===== src/sv/ncc_pkg.sv =====
// shared widths, constants and types for the correlation core
`timescale 1ns / 1ps
`default_nettype none
package ncc_pkg;

    localparam int COUNT_BITS = 22;
    localparam int PIXEL_BITS = 8;

    // frame counter holds 0 .. 2^COUNT_BITS
    localparam int CNT_W  = COUNT_BITS + 1;
    localparam int SUM_W  = COUNT_BITS + PIXEL_BITS;
    localparam int SQ_W   = COUNT_BITS + 2 * PIXEL_BITS;
    localparam int PROD_W = CNT_W + SQ_W;
    localparam int VAR_W  = PROD_W;
    localparam int DEN_W  = 2 * VAR_W;

    // result in Q1.15, search runs over 0 .. 2^15
    localparam int VAL_W     = 16;
    localparam int Q_W       = VAL_W;
    localparam int K2_W      = 2 * Q_W;
    localparam int RHS_SHIFT = 2 * VAL_W;
    localparam int RHS_W     = DEN_W + RHS_SHIFT;

    localparam logic [Q_W-1:0]   Q_ONE = Q_W'(1 << (VAL_W - 1));
    localparam logic [VAL_W-1:0] Q_MAX = VAL_W'((1 << (VAL_W - 1)) - 1);

    typedef struct packed {
        logic [CNT_W-1:0] count;
        logic [SUM_W-1:0] sx;
        logic [SUM_W-1:0] sy;
        logic [SQ_W-1:0]  sxx;
        logic [SQ_W-1:0]  syy;
        logic [SQ_W-1:0]  sxy;
    } acc_sums_t;

endpackage
`default_nettype wire


===== src/sv/normalized_cross_correlation_core.sv =====
// Pearson correlation of two gray image streams, result per frame in Q1.15
//
// Input channel (in_valid/in_ready): one pixel pair per item, flagged in_roi
// when it belongs to the region and last_pixel on the final pixel of a frame.
// Ordinary pixels are taken at one per cycle while the sequencer is idle;
// every pixel counts into N, region pixels add into exact sums. The frame
// counter stops at 2^22 pixels. On a last pixel the input goes not ready
// while the end-of-frame sequencer runs a single shift-add multiplier (one
// multiplier bit per cycle): four variance products, two numerator products,
// the denominator and numerator squares, then a search of at most 16 steps
// for the rounded quotient with two products per step.
// Output channel (out_valid/out_ready): one item per frame, ncc_value in
// signed Q1.15 and status 1 for a flat image (value 0). The result sits in an
// output register, so pixels of the next frame keep flowing while it waits;
// a stalled receiver only holds off the end of the following frame.
// Reset clears the sums, the count and the output valid flag, not the output value.
`timescale 1ns / 1ps
`default_nettype none
module normalized_cross_correlation_core (
    input  logic                           clk,
    input  logic                           rst_n,
    input  logic                           in_valid,
    output logic                           in_ready,
    input  logic [ncc_pkg::PIXEL_BITS-1:0] ref_pixel,
    input  logic [ncc_pkg::PIXEL_BITS-1:0] cmp_pixel,
    input  logic                           in_roi,
    input  logic                           last_pixel,
    output logic                           out_valid,
    input  logic                           out_ready,
    output logic signed [ncc_pkg::VAL_W-1:0] ncc_value,
    output logic                           status
);
    import ncc_pkg::*;

    acc_sums_t        sums;
    logic             accept;
    logic             seq_busy;
    logic             res_valid;
    logic [VAL_W-1:0] res_value;
    logic             res_status;
    logic             take;
    logic             out_valid_reg;
    logic             out_valid_next;
    logic [VAL_W-1:0] value_reg;
    logic             status_reg;

    assign in_ready = !seq_busy;
    assign accept   = in_valid && in_ready;
    // result moves on when the output register is empty or being emptied
    assign take     = res_valid && (!out_valid_reg || out_ready);

    ncc_accum u_accum (
        .clk   (clk),
        .rst_n (rst_n),
        .en    (accept),
        .clear (take),
        .x     (ref_pixel),
        .y     (cmp_pixel),
        .roi   (in_roi),
        .sums  (sums)
    );

    ncc_seq u_seq (
        .clk        (clk),
        .rst_n      (rst_n),
        .go         (accept && last_pixel),
        .take       (take),
        .sums       (sums),
        .busy       (seq_busy),
        .res_valid  (res_valid),
        .res_value  (res_value),
        .res_status (res_status)
    );

    always_comb
    begin
        out_valid_next = out_valid_reg;
        if (take)
        begin
            out_valid_next = 1'b1;
        end
        else if (out_ready)
        begin
            out_valid_next = 1'b0;
        end
    end

    always_ff @(posedge clk or negedge rst_n)
    begin
        if (!rst_n)
        begin
            out_valid_reg <= 1'b0;
        end
        else
        begin
            out_valid_reg <= out_valid_next;
        end
    end

    always_ff @(posedge clk)
    begin
        if (take)
        begin
            value_reg  <= res_value;
            status_reg <= res_status;
        end
    end

    assign out_valid = out_valid_reg;
    assign ncc_value = value_reg;
    assign status    = status_reg;

endmodule
`default_nettype wire


===== src/sv/ncc_accum.sv =====
// per-frame pixel count and region sums, one pixel pair per enabled cycle
`timescale 1ns / 1ps
`default_nettype none
module ncc_accum (
    input  logic                           clk,
    input  logic                           rst_n,
    input  logic                           en,
    input  logic                           clear,
    input  logic [ncc_pkg::PIXEL_BITS-1:0] x,
    input  logic [ncc_pkg::PIXEL_BITS-1:0] y,
    input  logic                           roi,
    output ncc_pkg::acc_sums_t             sums
);
    import ncc_pkg::*;

    acc_sums_t sums_reg;
    acc_sums_t sums_next;
    logic [2*PIXEL_BITS-1:0] xx;
    logic [2*PIXEL_BITS-1:0] yy;
    logic [2*PIXEL_BITS-1:0] xy;

    assign xx = x * x;
    assign yy = y * y;
    assign xy = x * y;

    always_comb
    begin
        sums_next = sums_reg;
        if (clear)
        begin
            sums_next = '0;
        end
        // top bit of the count set means the frame limit is reached
        else if (en && !sums_reg.count[COUNT_BITS])
        begin
            sums_next.count = sums_reg.count + CNT_W'(1);
            if (roi)
            begin
                sums_next.sx  = sums_reg.sx + SUM_W'(x);
                sums_next.sy  = sums_reg.sy + SUM_W'(y);
                sums_next.sxx = sums_reg.sxx + SQ_W'(xx);
                sums_next.syy = sums_reg.syy + SQ_W'(yy);
                sums_next.sxy = sums_reg.sxy + SQ_W'(xy);
            end
        end
    end

    always_ff @(posedge clk or negedge rst_n)
    begin
        if (!rst_n)
        begin
            sums_reg <= '0;
        end
        else
        begin
            sums_reg <= sums_next;
        end
    end

    assign sums = sums_reg;

endmodule
`default_nettype wire


===== src/sv/ncc_mul.sv =====
// shared shift-add multiplier, one multiplier bit per cycle
`timescale 1ns / 1ps
`default_nettype none
module ncc_mul (
    input  logic                      clk,
    input  logic                      rst_n,
    input  logic                      start,
    input  logic [ncc_pkg::DEN_W-1:0] a,
    input  logic [ncc_pkg::VAR_W-1:0] b,
    output logic                      done,
    output logic [ncc_pkg::RHS_W-1:0] prod
);
    import ncc_pkg::*;

    logic             run_reg;
    logic             run_next;
    logic [RHS_W-1:0] a_reg;
    logic [RHS_W-1:0] a_next;
    logic [VAR_W-1:0] b_reg;
    logic [VAR_W-1:0] b_next;
    logic [RHS_W-1:0] acc_reg;
    logic [RHS_W-1:0] acc_next;

    // finished once no multiplier bits remain
    assign done = run_reg && (b_reg == '0);
    assign prod = acc_reg;

    always_comb
    begin
        run_next = run_reg;
        a_next   = a_reg;
        b_next   = b_reg;
        acc_next = acc_reg;
        if (start)
        begin
            run_next = 1'b1;
            a_next   = RHS_W'(a);
            b_next   = b;
            acc_next = '0;
        end
        else if (done)
        begin
            run_next = 1'b0;
        end
        else if (run_reg)
        begin
            if (b_reg[0])
            begin
                acc_next = acc_reg + a_reg;
            end
            a_next = {a_reg[RHS_W-2:0], 1'b0};
            b_next = {1'b0, b_reg[VAR_W-1:1]};
        end
    end

    always_ff @(posedge clk or negedge rst_n)
    begin
        if (!rst_n)
        begin
            run_reg <= 1'b0;
        end
        else
        begin
            run_reg <= run_next;
        end
    end

    always_ff @(posedge clk)
    begin
        a_reg   <= a_next;
        b_reg   <= b_next;
        acc_reg <= acc_next;
    end

endmodule
`default_nettype wire


===== src/sv/ncc_seq.sv =====
// end-of-frame sequencer: variances, numerator and rounded quotient search
`timescale 1ns / 1ps
`default_nettype none
module ncc_seq (
    input  logic                      clk,
    input  logic                      rst_n,
    input  logic                      go,
    input  logic                      take,
    input  ncc_pkg::acc_sums_t        sums,
    output logic                      busy,
    output logic                      res_valid,
    output logic [ncc_pkg::VAL_W-1:0] res_value,
    output logic                      res_status
);
    import ncc_pkg::*;

    localparam logic [3:0] S_IDLE  = 4'd0;
    localparam logic [3:0] S_START = 4'd1;
    localparam logic [3:0] S_VX1   = 4'd2;
    localparam logic [3:0] S_VX2   = 4'd3;
    localparam logic [3:0] S_VY1   = 4'd4;
    localparam logic [3:0] S_VY2   = 4'd5;
    localparam logic [3:0] S_NUM1  = 4'd6;
    localparam logic [3:0] S_NUM2  = 4'd7;
    localparam logic [3:0] S_DEN   = 4'd8;
    localparam logic [3:0] S_RHS   = 4'd9;
    localparam logic [3:0] S_LOOP  = 4'd10;
    localparam logic [3:0] S_K2    = 4'd11;
    localparam logic [3:0] S_CMP   = 4'd12;
    localparam logic [3:0] S_FIN   = 4'd13;
    localparam logic [3:0] S_OUT   = 4'd14;

    logic [3:0]       state_reg;
    logic [3:0]       state_next;
    logic [PROD_W-1:0] t1_reg;
    logic [PROD_W-1:0] t1_next;
    logic [VAR_W-1:0] vx_reg;
    logic [VAR_W-1:0] vx_next;
    logic [VAR_W-1:0] vy_reg;
    logic [VAR_W-1:0] vy_next;
    logic [VAR_W-1:0] num_reg;
    logic [VAR_W-1:0] num_next;
    logic             neg_reg;
    logic             neg_next;
    logic [DEN_W-1:0] den_reg;
    logic [DEN_W-1:0] den_next;
    logic [RHS_W-1:0] rhs_reg;
    logic [RHS_W-1:0] rhs_next;
    logic [Q_W-1:0]   lo_reg;
    logic [Q_W-1:0]   lo_next;
    logic [Q_W-1:0]   hi_reg;
    logic [Q_W-1:0]   hi_next;
    logic [Q_W-1:0]   mid_reg;
    logic [Q_W-1:0]   mid_next;
    logic [VAL_W-1:0] value_reg;
    logic [VAL_W-1:0] value_next;
    logic             status_reg;
    logic             status_next;

    logic             mul_start;
    logic [DEN_W-1:0] mul_a;
    logic [VAR_W-1:0] mul_b;
    logic             mul_done;
    logic [RHS_W-1:0] mul_prod;

    logic [PROD_W-1:0] prod_lo;
    logic              t1_gt;
    logic              t1_lt;
    logic [PROD_W-1:0] t1_minus;
    logic [PROD_W-1:0] minus_t1;
    logic [Q_W:0]      mid_sum;
    logic [Q_W-1:0]    mid_val;
    logic [Q_W:0]      k_dbl;
    logic [Q_W-1:0]    k_val;

    ncc_mul u_mul (
        .clk   (clk),
        .rst_n (rst_n),
        .start (mul_start),
        .a     (mul_a),
        .b     (mul_b),
        .done  (mul_done),
        .prod  (mul_prod)
    );

    assign prod_lo  = mul_prod[PROD_W-1:0];
    assign t1_gt    = t1_reg > prod_lo;
    assign t1_lt    = t1_reg < prod_lo;
    assign t1_minus = t1_reg - prod_lo;
    assign minus_t1 = prod_lo - t1_reg;

    // k = 2*mid - 1 with mid the upper middle of lo..hi
    assign mid_sum = {1'b0, lo_reg} + {1'b0, hi_reg} + (Q_W + 1)'(1);
    assign mid_val = mid_sum[Q_W:1];
    assign k_dbl   = {mid_val, 1'b0} - (Q_W + 1)'(1);
    assign k_val   = k_dbl[Q_W-1:0];

    always_comb
    begin
        state_next  = state_reg;
        t1_next     = t1_reg;
        vx_next     = vx_reg;
        vy_next     = vy_reg;
        num_next    = num_reg;
        neg_next    = neg_reg;
        den_next    = den_reg;
        rhs_next    = rhs_reg;
        lo_next     = lo_reg;
        hi_next     = hi_reg;
        mid_next    = mid_reg;
        value_next  = value_reg;
        status_next = status_reg;
        mul_start   = 1'b0;
        mul_a       = '0;
        mul_b       = '0;
        case (state_reg)
            S_IDLE:
            begin
                if (go)
                begin
                    state_next = S_START;
                end
            end
            S_START:
            begin
                mul_start  = 1'b1;
                mul_a      = DEN_W'(sums.sxx);
                mul_b      = VAR_W'(sums.count);
                state_next = S_VX1;
            end
            S_VX1:
            begin
                if (mul_done)
                begin
                    t1_next    = prod_lo;
                    mul_start  = 1'b1;
                    mul_a      = DEN_W'(sums.sx);
                    mul_b      = VAR_W'(sums.sx);
                    state_next = S_VX2;
                end
            end
            S_VX2:
            begin
                if (mul_done)
                begin
                    vx_next    = t1_gt ? t1_minus : '0;
                    mul_start  = 1'b1;
                    mul_a      = DEN_W'(sums.syy);
                    mul_b      = VAR_W'(sums.count);
                    state_next = S_VY1;
                end
            end
            S_VY1:
            begin
                if (mul_done)
                begin
                    t1_next    = prod_lo;
                    mul_start  = 1'b1;
                    mul_a      = DEN_W'(sums.sy);
                    mul_b      = VAR_W'(sums.sy);
                    state_next = S_VY2;
                end
            end
            S_VY2:
            begin
                if (mul_done)
                begin
                    vy_next = t1_gt ? t1_minus : '0;
                    // flat image on either side
                    if ((vx_reg == '0) || !t1_gt)
                    begin
                        value_next  = '0;
                        status_next = 1'b1;
                        state_next  = S_OUT;
                    end
                    else
                    begin
                        mul_start  = 1'b1;
                        mul_a      = DEN_W'(sums.sxy);
                        mul_b      = VAR_W'(sums.count);
                        state_next = S_NUM1;
                    end
                end
            end
            S_NUM1:
            begin
                if (mul_done)
                begin
                    t1_next    = prod_lo;
                    mul_start  = 1'b1;
                    mul_a      = DEN_W'(sums.sx);
                    mul_b      = VAR_W'(sums.sy);
                    state_next = S_NUM2;
                end
            end
            S_NUM2:
            begin
                if (mul_done)
                begin
                    neg_next   = t1_lt;
                    num_next   = t1_lt ? minus_t1 : t1_minus;
                    mul_start  = 1'b1;
                    mul_a      = DEN_W'(vx_reg);
                    mul_b      = vy_reg;
                    state_next = S_DEN;
                end
            end
            S_DEN:
            begin
                if (mul_done)
                begin
                    den_next   = mul_prod[DEN_W-1:0];
                    mul_start  = 1'b1;
                    mul_a      = DEN_W'(num_reg);
                    mul_b      = num_reg;
                    state_next = S_RHS;
                end
            end
            S_RHS:
            begin
                if (mul_done)
                begin
                    rhs_next   = {mul_prod[DEN_W-1:0], {RHS_SHIFT{1'b0}}};
                    lo_next    = '0;
                    hi_next    = Q_ONE;
                    state_next = S_LOOP;
                end
            end
            S_LOOP:
            begin
                // largest q with q == 0 or (2q-1)^2 * den <= num^2 * 2^32
                if (lo_reg < hi_reg)
                begin
                    mid_next   = mid_val;
                    mul_start  = 1'b1;
                    mul_a      = DEN_W'(k_val);
                    mul_b      = VAR_W'(k_val);
                    state_next = S_K2;
                end
                else
                begin
                    state_next = S_FIN;
                end
            end
            S_K2:
            begin
                if (mul_done)
                begin
                    mul_start  = 1'b1;
                    mul_a      = den_reg;
                    mul_b      = VAR_W'(mul_prod[K2_W-1:0]);
                    state_next = S_CMP;
                end
            end
            S_CMP:
            begin
                if (mul_done)
                begin
                    if (mul_prod <= rhs_reg)
                    begin
                        lo_next = mid_reg;
                    end
                    else
                    begin
                        hi_next = mid_reg - Q_W'(1);
                    end
                    state_next = S_LOOP;
                end
            end
            S_FIN:
            begin
                if (neg_reg)
                begin
                    value_next = ~lo_reg + VAL_W'(1);
                end
                else if (lo_reg[Q_W-1])
                begin
                    value_next = Q_MAX;
                end
                else
                begin
                    value_next = lo_reg;
                end
                status_next = 1'b0;
                state_next  = S_OUT;
            end
            S_OUT:
            begin
                if (take)
                begin
                    state_next = S_IDLE;
                end
            end
            default:
            begin
                state_next = S_IDLE;
            end
        endcase
    end

    always_ff @(posedge clk or negedge rst_n)
    begin
        if (!rst_n)
        begin
            state_reg <= S_IDLE;
        end
        else
        begin
            state_reg <= state_next;
        end
    end

    always_ff @(posedge clk)
    begin
        t1_reg     <= t1_next;
        vx_reg     <= vx_next;
        vy_reg     <= vy_next;
        num_reg    <= num_next;
        neg_reg    <= neg_next;
        den_reg    <= den_next;
        rhs_reg    <= rhs_next;
        lo_reg     <= lo_next;
        hi_reg     <= hi_next;
        mid_reg    <= mid_next;
        value_reg  <= value_next;
        status_reg <= status_next;
    end

    assign busy       = (state_reg != S_IDLE);
    assign res_valid  = (state_reg == S_OUT);
    assign res_value  = value_reg;
    assign res_status = status_reg;

`ifndef ASSERT_OFF
    a_go_when_idle: assert property (@(posedge clk) disable iff (!rst_n)
        go |-> state_reg == S_IDLE)
        else $error("frame end seen while sequencer busy");

    a_go_starts: assert property (@(posedge clk) disable iff (!rst_n)
        go |=> state_reg == S_START)
        else $error("sequencer did not start after frame end");

    a_search_order: assert property (@(posedge clk) disable iff (!rst_n)
        (state_reg == S_LOOP) |-> (lo_reg <= hi_reg))
        else $error("search bounds crossed");

    a_search_range: assert property (@(posedge clk) disable iff (!rst_n)
        (state_reg == S_LOOP) |-> (hi_reg <= Q_ONE))
        else $error("search upper bound out of range");

    a_result_held: assert property (@(posedge clk) disable iff (!rst_n)
        (res_valid && !take) |=> (res_valid && $stable(res_value) && $stable(res_status)))
        else $error("pending result changed before it was taken");
`endif

endmodule
`default_nettype wire

===== config.mk =====
export PLATFORM = sky130hd
export DESIGN_NAME = normalized_cross_correlation_core
export DESIGN_NICKNAME = d
export VERILOG_FILES = /design/src/sv/ncc_pkg.sv /design/src/sv/normalized_cross_correlation_core.sv /design/src/sv/ncc_accum.sv /design/src/sv/ncc_mul.sv /design/src/sv/ncc_seq.sv
export SDC_FILE = /design/constraint.sdc
export NUM_CORES = 2
export LEC_CHECK = 0
export BUFFER_PORTS_ARGS = -buffer_cell sky130_fd_sc_hd__buf_2
export CORE_ASPECT_RATIO = 1.4
export CORE_MARGIN = 4
export CORE_UTILIZATION = 35
export CTS_CLUSTER_DIAMETER = 120
export CTS_CLUSTER_SIZE = 14
export DETAILED_ROUTE_END_ITERATION = 6
export MAX_ROUTING_LAYER = met4
export PLACE_DENSITY = 0.57
export SLEW_MARGIN = 15
export SYNTH_ARGS = -nofsm -noshare
export SYNTH_HDL_FRONTEND = slang
export SYNTH_SLANG_ARGS = --single-unit

===== constraint.sdc =====
create_clock -name clk -period 25 [get_ports clk]
set_input_delay 2.5 -clock clk [delete_from_list [all_inputs] [get_ports clk]]
set_output_delay 2.5 -clock clk [all_outputs]
set_load 0.01 [all_outputs]

## Word level (Yosys, flattened, before mapping)

Index checks and enable logic that the tools add are counted.
Widths: inputs -> output; s select.

| storage, ports and cells | value |
|---|---|
| register bits | 1143 |
| input port bits | 22 |
| output and inout port bits | 19 |

| cells by class | value |
|---|---|
| $add $sub $neg | 14 |
| $mul | 3 |
| magnitude comparators | 4 |
| equality and inequality tests | 31 |
| mux-type cells | 70 |
| bitwise logic cells | 2 |
| reductions and logical operators | 42 |

Operators with widths:

| operator | number |
|---|---|
| $pmux 122 s9 | 1 |
| $mux 122 | 5 |
| $mux 61 | 10 |
| $pmux 61 s9 | 1 |
| $mux 197 | 2 |
| $mux 16 | 11 |
| $mux 174 | 1 |
| $add 154x154->154 | 1 |
| $le 154x154->1 | 1 |
| $logic_not 61->1 | 2 |
| $sub 61x61->61 | 2 |
| $mux 30 | 4 |
| $add 38x16->38 | 3 |
| $pmux 16 s2 | 3 |
| $mux 38 | 2 |
| $gt 61x61->1 | 1 |
| $lt 61x61->1 | 1 |
| $add 30x8->30 | 2 |
| $pmux 4 s14 | 1 |
| $mul 8x8->16 | 3 |
| $mux 4 | 12 |
| $mux 23 | 2 |
| $mux 32 | 1 |
| $ne 2x1->1 const B | 16 |
| 31 further kinds | 78 |

## Depth between registers and ports, before layout

| logic depth | value |
|---|---|
| word-level depth | 8 |
| depth in mapped cells | 25 |
| gate-level depth less buffers | 24 |

## Modules after synthesis

From an unflattened synthesis, not the netlist that was laid out.

| second synthesis, totals | value |
|---|---|
| cell total of the unflattened synthesis | 7926 |
| area, all modules | 76171.8 um^2 |

Modules (own cells, without submodules):

| module | instances | cells each | area an instance (um^2) |
|---|---|---|---|
| ncc_seq | 1 | 3189 | 33758.6 |
| ncc_mul | 1 | 2892 | 24938.9 |
| ncc_accum | 1 | 1821 | 16893.7 |
| normalized_cross_correlation_core | 1 | 24 | 580.6 |

## Worst setup path after synthesis

No wires, ideal clock.

| path | value |
|---|---|
| kind | reg2reg |
| from | register u_seq.u_mul.b_reg[1] |
| to | register u_seq.u_mul.a_reg[0], enable pin |
| library setup time | 0.551 ns |
| arrival | 9.142 ns |
| slack | 15.308 ns |
| cell stages (with the launch flop) | 15 |
| buffers on the path | 3 |
| path through | edfxtp_1 nor4_1 nand4_1 nor4_1 nand2_1 inv_1 nand3_1 nor2_1 nand2_1 a21oi_1 nor2b_1 clkbuf_1 buf_2 buf_2 nand2_1 |

| between the ends | value |
|---|---|
| longest elaborated chain between the ends | 6 |
| elaborated cells between the ends (all ways) | 8 |

Ends and longest elaborated chain:

| element | line | source |
|---|---|---|
| start: declaration | ncc_mul.sv:19 | `logic [VAR_W-1:0] b_reg;` |
| start signal: assignment | ncc_mul.sv:71 | `b_reg <= b_next;` |
| $logic_not 61->1 * | ncc_mul.sv:25 | `assign done = run_reg && (b_reg == '0);` |
| $logic_and 1x1->1 * | ncc_mul.sv:25 |  |
| $mux 1 (on tied branches) | n/a |  |
| $pmux 1 s4 | ncc_seq.sv:116 | `case (state_reg)` |
| $ne 2x1->1 (no line) or $reduce_bool 2->1 (tied branches) | n/a |  |
| $reduce_and 2->1 (no line) * | n/a |  |
| end signal: assignment | ncc_mul.sv:70 | `a_reg <= a_next;` |
| end: declaration | ncc_mul.sv:17 | `logic [RHS_W-1:0] a_reg;` |

Mark *: on every way between the ends. The rest lies on a longest branch, timed or not.
A chain may end at the register's enable or synchronous reset.

## Worst setup path after layout

| path | value |
|---|---|
| from | input port cmp_pixel[3] in the netlist's numbering |
| to | register u_accum.sums_reg (netlist bit u_accum.sums[72]) |

| between the ends | value |
|---|---|
| longest elaborated chain between the ends | 5 |

Ends and longest elaborated chain:

| element | line | source |
|---|---|---|
| start: declaration | normalized_cross_correlation_core.sv:25 | `input logic [ncc_pkg::PIXEL_BITS-1:0] cmp_pixel,` |
| $mul 8x8->16 | ncc_accum.sv:23 | `assign yy = y * y;` |
| $add 38x16->38 | ncc_accum.sv:42 | `sums_next.syy = sums_reg.syy + SQ_W'(yy);` |
| $mux 174 | ncc_accum.sv:37 | `if (roi)` |
| $mux 197 | ncc_accum.sv:34 | `else if (en && !sums_reg.count[COUNT_BITS])` |
| $mux 197 | ncc_accum.sv:29 | `if (clear)` |
| end signal: assignment | ncc_accum.sv:56 | `sums_reg <= sums_next;` |
| end: declaration | ncc_accum.sv:16 | `acc_sums_t sums_reg;` |

Every way passes these cells. The select of a mux whose other input is x is not followed.

==> flow_metrics.tcl <==
set metrics [dict create \
    power_frac_comb_pct 16.8 \
    clk_pin_slew_ps 70 \
    wl_microns 260900 \
    yosys_warnings 0 \
    syn_area_sq_um 73990 \
    postCtsSetupRepairBufs 0 \
    fin_nets 8389 \
    synth_nets 8549 \
    drc 2 \
    clkSinkCount 1143 \
    place_congestion 0.9940 \
    cts_hold_buf 0 \
    numCtsBuffers 91 \
    path_class "input pin to flip-flop" \
    cp_max_fo 14 \
    drtIter0Drc 5276 \
    cp-endpoint "u_accum.sums[72]$_DFFE_PN0P_" \
    largest_register_ffs 197 \
    max_cap_violations 0 \
    netSwitchingFraction_pct 27.89 \
    fin_area_sq_um 79830 \
    worst-r2r-cell-count 14 \
    async_flop_share_pct 17.76 \
    htree_levels 3 \
    ant_nets 0 \
    drtPass1Iterations 7 \
    p_leak_nw 34.19 \
    core_area_sq_um 210100 \
    grt.total_usage_pct 23.81 \
    tns_ps 0 \
    die_w_microns 396.6 \
    hold_violations 0 \
    grt_pass1_wl_microns 385700 \
    clkPwrFrac_pct 34.7 \
    synth_top_area_share_pct 30.60 \
    worstPathRequired_ps 25590 \
    yosysSeqAreaShare_pct 42.50 \
    place_area_sq_um 77090 \
    avgRoutedWirePerCell_microns 24.72 \
    antenna_found_initial 5 \
    skew_ps 56.29 \
    hold_class "flip-flop to flip-flop" \
    synth_ff_type "edfxtp_1" \
    grt_pass1_vias 60090 \
    die_y_microns 552.0 \
    intPower_w 0.003018 \
    rrSetupSlack_ps 16970 \
    synth_area_leaders "edfxtp_1, ha_1, dfrtp_1" \
    arrival_ps 8710 \
    die_area_sq_um 218900 \
    startpoint "cmp_pixel[3]" \
    tightest_slew_ps 1224 \
    num_vias 59681 \
    post-route-period-util_pct 32.47 \
    root_buffer "clkbuf_16" \
    vias_per_cell 5.656 \
    switchingPower_w 0.001167 \
    pwr-share-seq_pct 48.5 \
    final-setup-viol-count 0 \
    clk_latency_ps 760 \
    ys_ff_latch 1143 \
    grt_start_max_net_pins 141 \
    r2r_end "u_seq.u_mul.a_reg[60]$_DFFE_PP_" \
    max_clock_freq_mhz 123.2 \
    portBuffers 40 \
    tritoncts "built" \
    peakVddDrop_mv 0.09803 \
    end_kind "flip-flop" \
    post_cts_resized 0 \
    violations "DRC" \
    design.portCount 41 \
    r2r_start "u_seq.u_mul.b_reg[14]$_DFFE_PP_" \
    relSlewSlack_pct 17.53 \
    grt_setup_unrepaired "false" \
    synth.largest_area_cell "edfxtp_1" \
    rows 199 \
    period_needed_ps 8117 \
    slew_violations 0 \
    drive_above_1_share_pct 4.486 \
    hold_ws_ps 419.7 \
    clock_path_buffers 3 \
    p_per_area_nw_per_um2 52.43 \
    grt_overflow 0 \
    postSynthCellCount 7822 \
    synth_area_per_cell_sq_um 9.459 \
    dp_hpwl_microns 198100 \
    status "complete, but fails checks" \
    synth-edff-count 754 \
    syn_to_final_growth_pct 7.894 \
    start_kind "input pin" \
    synthDistinctLibCells 109 \
    start_util_pct 35.21 \
]
## cell families after synthesis
kind of cell | synth area share [%]
adders and majority gates | 13.24
DFF | 42.50
AOI/OAI and AO/OA | 18.13
and+or+nand+nor | 15.01
muxes | 0.3518
xor gates and xnor gates | 5.434
buffers and inverters | 5.334
## cell usage after synthesis (all sizes together), types with 164 or more instances
master,n
o21ai,367
inv,640
a21oi,737
ha,575
nand4,164
nor2,654
xor2,217
nand2,848
edfxtp,754
dfrtp,203
nand3,224
xnor2,242
dfxtp,186
clkbuf,303
a21o,223
## power by group through the flow
stage / Clock, W / Combinational (W) / Sequential (W)
global placement: 0 / 0.000697 / 0.00207
finish: 0.00145 / 0.000704 / 0.00203
CTS: 0.00148 / 0.000716 / 0.00203
detailed placement: 0 / 0.000714 / 0.00207
floorplan: 0 / 0.000547 / 0.00206
global route: 0.00155 / 0.000818 / 0.00203
## how the worst min path moves through the flow
stage	startpoint	end	slack (ps)	depth (start not counted)
floorplan	u_seq.res_value[0]$_SDFFCE_PP0P_	ncc_value[0]$_DFFE_PP_	400	0
global placement	u_seq.res_value[15]$_SDFFCE_PN0P_	ncc_value[15]$_DFFE_PP_	400	0
detailed placement	u_seq.res_value[0]$_SDFFCE_PP0P_	ncc_value[0]$_DFFE_PP_	400	0
CTS	u_seq.res_value[0]$_SDFFCE_PP0P_	ncc_value[0]$_DFFE_PP_	420	0
global route	u_seq.res_value[15]$_SDFFCE_PN0P_	ncc_value[15]$_DFFE_PP_	430	0
finish	u_seq.res_value[11]$_SDFFCE_PP0P_	ncc_value[11]$_DFFE_PP_	420	0
## metrics by stage
step,total power [W],setup slack (ps),util (%),cells
5_1_grt,0.004399,16460,37.98,10551
2_1_floorplan,0.002606,15310,-,7822
3_3_place_gp,0.002769,16010,36.67,10381
3_5_place_dp,0.002787,16060,36.68,10383
4_1_cts,0.004231,16860,37.98,10549
6_report,0.004185,16880,37.99,10552
## area by class of cell
| type | instances | area [sq um] |
|---|---|---|
| Fill cell | 21228 | 130300 |
| Clock inverter | 6 | 142.6 |
| Timing Repair Buffer | 133 | 933.4 |
| Antenna cell | 3 | 7.507 |
| Multi-Input combinational cell | 5651 | 38780 |
| Inverter | 642 | 2415 |
| Sequential cell | 1143 | 31450 |
| Tap cell | 2814 | 3521 |
| Clock buffer | 160 | 2579 |
## worst max-delay path, stage by stage
cell and delay, ps:
buf_2 340, inv_1 220, nor2_1 230, inv_1 90, fa_1 490, fa_1 510
inv_1 50, ha_1 290, inv_1 60, fa_1 530, inv_1 70, ha_1 290
a21o_1 160, a21oi_1 250, o21bai_1 100, a21oi_1 360, o21bai_1 130, a21oi_1 260
o21ai_0 200, o41ai_1 600, o211a_1 310, o22a_1 340, nor2_1 100, xnor2_1 160
nor2_1 50
## cells in the final DEF (no fill, tap or decap), types with 203 or more instances in the layout
| cell | Yosys | routed |
|---|---|---|
| dfrtp_1 | 203 | 203 |
| nand3_1 | 224 | 224 |
| ha_1 | 575 | 575 |
| a21oi_1 | 727 | 726 |
| a21o_1 | 223 | 223 |
| o21ai_0 | 337 | 337 |
| xnor2_1 | 242 | 242 |
| edfxtp_1 | 754 | 754 |
| nor2_1 | 651 | 645 |
| nand2_1 | 845 | 841 |
| xor2_1 | 217 | 217 |
| inv_1 | 639 | 638 |
## routing by layer
metal,vias to the layer above,part of all wire (%),global-route usage [%]
li1,27608,-,-
met1,29435,37,25.65
met2,1963,51,42.02
met3,675,4.4,2.143
met4,0,7.6,15.03
met5,-,0,-
(Power assumes the default switching activity.)
